<file path="src/rtl/rbod_pkg.sv">
// Shared constants, types and helper functions for the rolling band outlier detector.
`timescale 1ns / 1ps

package rbod_pkg;

    localparam int SAMPLE_BITS = 16;
    localparam int WINDOW_DEF  = 50;

    localparam int BAND_W = 4;
    localparam int KSQ_W  = 2 * BAND_W;
    localparam logic [BAND_W-1:0] BAND_RESET = 4'd5;

    localparam int APB_ADDR_W = 3;
    localparam int APB_DATA_W = 32;
    localparam logic [APB_ADDR_W-1:0] REG_BAND_ADDR = 3'd0;

    localparam int INDEX_W  = 32;
    localparam int OUT_BITS = 2 + INDEX_W + SAMPLE_BITS;
    localparam int OUT_TDATA_W = ((OUT_BITS + 7) / 8) * 8;
    localparam int OUT_PAD_W = OUT_TDATA_W - OUT_BITS;
    localparam int IN_TDATA_W = ((SAMPLE_BITS + 7) / 8) * 8;

    localparam int MUL_DIGIT = 16;

    typedef enum logic [2:0] {
        ST_IDLE,
        ST_PREP,
        ST_SCALE,
        ST_MUL_S2,
        ST_MUL_LHS,
        ST_MUL_RHS,
        ST_FIN
    } rbod_state_t;

    typedef struct packed {
        logic busy;
        logic done;
    } rbod_mul_status_t;

    function automatic logic [KSQ_W-1:0] band_square(input logic [BAND_W-1:0] k);
        logic [KSQ_W-1:0] r;
        case (k)
            4'd0:  r = 8'd0;
            4'd1:  r = 8'd1;
            4'd2:  r = 8'd4;
            4'd3:  r = 8'd9;
            4'd4:  r = 8'd16;
            4'd5:  r = 8'd25;
            4'd6:  r = 8'd36;
            4'd7:  r = 8'd49;
            4'd8:  r = 8'd64;
            4'd9:  r = 8'd81;
            4'd10: r = 8'd100;
            4'd11: r = 8'd121;
            4'd12: r = 8'd144;
            4'd13: r = 8'd169;
            4'd14: r = 8'd196;
            default: r = 8'd225;
        endcase
        return r;
    endfunction

endpackage

</file>
<file path="src/rtl/rbod_mul.sv">
// Iterative unsigned multiplier that consumes one digit of the second operand per cycle.
`timescale 1ns / 1ps

module rbod_mul
    import rbod_pkg::*;
#(
    parameter int A_W = 42,
    parameter int B_W = 22
)
(
    input  logic                 clk,
    input  logic                 rst_n,
    input  logic                 start,
    input  logic [A_W-1:0]       a,
    input  logic [B_W-1:0]       b,
    output rbod_mul_status_t     status,
    output logic [A_W+B_W-1:0]   product
);

    localparam int NSTEP = (B_W + MUL_DIGIT - 1) / MUL_DIGIT;
    localparam int BP_W  = NSTEP * MUL_DIGIT;
    localparam int ACC_W = A_W + BP_W;
    localparam int PART_W = A_W + MUL_DIGIT;
    localparam int CNT_W = (NSTEP > 1) ? $clog2(NSTEP) : 1;

    logic [A_W-1:0]       a_reg;
    logic [BP_W-1:0]      b_reg;
    logic [ACC_W-1:0]     acc_reg;
    logic [ACC_W-1:0]     acc_next;
    logic [CNT_W-1:0]     cnt_reg;
    logic                 busy_reg;
    logic                 done_reg;
    logic [MUL_DIGIT-1:0] digit;
    logic [PART_W-1:0]    part;

    assign digit    = b_reg[BP_W-1 -: MUL_DIGIT];
    assign part     = PART_W'(a_reg) * PART_W'(digit);
    assign acc_next = (acc_reg << MUL_DIGIT) + ACC_W'(part);

    always_ff @(posedge clk or negedge rst_n)
    begin
        if (!rst_n)
        begin
            busy_reg <= 1'b0;
            done_reg <= 1'b0;
            cnt_reg  <= '0;
        end
        else
        begin
            done_reg <= busy_reg && (cnt_reg == '0);
            if (start)
            begin
                busy_reg <= 1'b1;
                cnt_reg  <= CNT_W'(NSTEP - 1);
            end
            else if (busy_reg)
            begin
                if (cnt_reg == '0)
                begin
                    busy_reg <= 1'b0;
                end
                else
                begin
                    cnt_reg <= cnt_reg - CNT_W'(1);
                end
            end
        end
    end

    always_ff @(posedge clk)
    begin
        if (start)
        begin
            a_reg   <= a;
            b_reg   <= BP_W'(b);
            acc_reg <= '0;
        end
        else if (busy_reg)
        begin
            acc_reg <= acc_next;
            b_reg   <= b_reg << MUL_DIGIT;
        end
    end

    assign status.busy = busy_reg;
    assign status.done = done_reg;
    assign product     = acc_reg[A_W+B_W-1:0];

endmodule

</file>
<file path="config.mk">
export PLATFORM = sky130hd
export DESIGN_NAME = rbod_mul
export DESIGN_NICKNAME = d
export VERILOG_FILES = /design/src/rtl/rbod_pkg.sv /design/src/rtl/rbod_mul.sv
export SDC_FILE = /design/constraint.sdc
export NUM_CORES = 2
export LEC_CHECK = 0
export BUFFER_PORTS_ARGS = -buffer_cell sky130_fd_sc_hd__buf_2
export CORE_AREA = 2 2 267 269
export CTS_CLUSTER_SIZE = 24
export DETAILED_ROUTE_END_ITERATION = 8
export DIE_AREA = 0 0 269 271
export GPL_TIMING_DRIVEN = 0
export PLACE_DENSITY = 0.54
export SLEW_MARGIN = 10
export SYNTH_ARGS = -nofsm -noshare
export SYNTH_HDL_FRONTEND = slang
export SYNTH_SLANG_ARGS = --single-unit
export TNS_END_PERCENT = 30
</file>
<file path="constraint.sdc">
create_clock -name clk -period 15.8 [get_ports clk]
set_clock_uncertainty 0.05 [all_clocks]
set_input_delay 3.16 -clock clk [delete_from_list [all_inputs] [get_ports clk]]
set_output_delay 3.16 -clock clk [all_outputs]
set_load 0.005 [all_outputs]
</file>
==> metrics.txt <==
post-synth top area share=0.434; Synth area leader=fa_1; FF-to-FF path depth=22; Num CTS Buffers=17; io pins=133; sequential area share after synthesis=0.126; synthesized area=0.0277 mm2; GR peak layer=met2; reg2reg end=acc_reg[41]; via count of the routed design=around 21000; Pins Over Slew Limit=0; post_cts resized=0; Synth area leaders=fa_1 43%, inv_1 10%, nand2_1 7.0%; Initial Util=0.397; Synth Net Count=3918; Yosys warnings=0; largest fanout on the critical path=10; R2R setup slack=7.58 ns; Post-synth EDFFs=64; Hold Path Class=register to register; row count=between 90 and 100; R2R Path Start=b_reg[26]; DRC violations left=0; first-pass GRT wire length=144 mm; via count of the first global-routing pass=approximately 22000; clk buf depth=2; largest net degree at the start of global routing=46; Setup crit start kind=register; share of layout cells above drive strength 1=0.0563; placer's final routability congestion estimate=around 0.98; CP Class=register to register; met3 GRT Util=0.0510; starting DRC count in detailed routing=1427; Die Wd=around 270 um; total wire length=95.3 mm; Root Driver=clkbuf_16; Skew-Pair Late Insertion Delay=0.51 ns; Worst slew margin=0.0992; ys flop type=dfxtp_1; per-cell routed wire length=approximately 23 um; Hold EP=acc_reg[55]; max_cap viols=0; antenna-violating nets left=0; WP data arrival=roughly 8.5 ns; Seq cells post-synth=141; CTS tree=yes; P&R area growth vs syn=8.96%; First-pass DRT Iterations=5; Avg Cell Area, Syn=8.92 um2; hold path startpoint=acc_reg[55]; Critical Path Sink Type=register; Tmin final=8.22 ns; max FFs per register=64; Die H=271 um; most frequent cells in the layout=761 x inv_1, 600 x fa_1, 514 x nand2_1; worst hold path depth=2; Tightest Pin Transition=roughly 1.4 ns; nets=4070; Setup Fix Bufs, Post-CTS=0; Via density=5.00; core area=around 0.070 mm2; GRT overflow=0; required time worst endpoint=16.08 ns; PortBufs=132; ys async rst share=0.0213; CTS Sinks=141; number of antenna violations at the first check in global routing=4; GRT Total Usage=0.274; commonest non-fill, non-tap cell in the layout=inv_1; M2 GR Usage=0.436; die area=~0.073 mm2; RSZ-0062 raised after global routing=no; cells after synthesis=3105; Final period util=0.520; quantity of hold-fixing buffers added after cts=0; dpl hpwl=79.2 mm; status=finished, final reports clean; count of cell types in the netlist=63; final count of hold timing violations=0; Clock transition at path regs=0.07 ns; endpoints failing setup=0; total negative setup slack=0 ns; Peak Freq=122 MHz; H-tree Lvls=4; Worst Setup SP=b_reg[26]; met1 Track Usage GR=0.366
-- per-layer routing --
layer / part of all wire / wire length, um
met3: 0.066 / 6250
met5: 0.00010 / 10
met4: 0.046 / 4340
met2: 0.46 / 44300
met1: 0.42 / 40400
-- stage by stage --
stage	worst slack [ns]	util	hold slack (ns)	cell area [um2]	std cells
finish	7.58	0.432	0.399	30200	4214
detailed placement	7.77	0.424	0.390	29600	4178
CTS	7.73	0.432	0.401	30200	4210
floorplan	9.61	-	0.369	27700	3105
global placement	7.69	0.423	0.389	29500	4177
global route	7.29	0.432	0.422	30200	4210
-- worst max path at each step --
stage	endpoint	slack [ns]	cells after the start
after global placement	acc_reg[41]	7.69	22
after global routing	acc_reg[41]	7.29	22
final	acc_reg[41]	7.58	22
after floorplan	acc_reg[56]	9.61	22
after detailed placement	acc_reg[41]	7.77	22
after CTS	acc_reg[41]	7.73	23
-- worst max-delay path, stage by stage, from the launching register on --
cell,delay (ns)
dfxtp_1,0.31
clkbuf_1,0.64
clkbuf_1,0.92
nand2_1,0.19
fa_1,0.58
inv_1,0.05
fa_1,0.56
fa_1,0.44
fa_1,0.46
fa_1,0.49
inv_1,0.05
fa_1,0.57
inv_1,0.06
ha_1,0.38
a21oi_1,0.42
a21boi_1,0.16
o21ai_1,0.23
a311oi_1,0.12
nor3_2,0.45
o31ai_2,0.19
a21boi_1,0.34
xor2_1,0.28
o22ai_1,0.11
-- logic make-up after synthesis --
family	after synthesis	share of synthesized area
AO/OA/AOI/OAI	264	0.0606
XOR/XNOR	47	0.0149
adder cells (fa/ha/maj)	746	0.500
buffers and inverters	918	0.125
flip-flops	141	0.126
multiplexers	44	0.0162
AND/OR/NAND/NOR	945	0.158
-- synthesized netlist by cell type (6+ instances only) --
library cell / number
a211oi_1: 7
a21o_1: 32
a21oi_1: 77
a31oi_1: 7
and2_1: 268
and3_1: 7
buf_1: 7
clkbuf_1: 142
dfxtp_1: 74
edfxtp_1: 64
fa_1: 600
ha_1: 146
inv_1: 761
mux2_2: 6
mux2i_1: 38
nand2_1: 514
nand3_1: 14
nand4_1: 19
nor2_1: 87
nor3_1: 13
nor4_1: 7
o211ai_1: 6
o21ai_0: 35
o21ai_1: 30
o21bai_1: 18
o22ai_1: 6
xnor2_1: 29
xor2_1: 18
-- cell type report --
cell class | count | area [um2]
fill | 7045 | 39600
buffer | 155 | 594
tap | 940 | 1180
sequential | 141 | 3480
clock inverter | 13 | 141
clock buffer | 19 | 464
inverter | 763 | 2860
multi-input combinational | 2046 | 20800
antenna | 4 | 10.0
timing repair buffer | 133 | 691
Power is left out: the tool's default activity adds up to more than one toggle a clock period on the data nets, which glitch-free logic cannot reach.
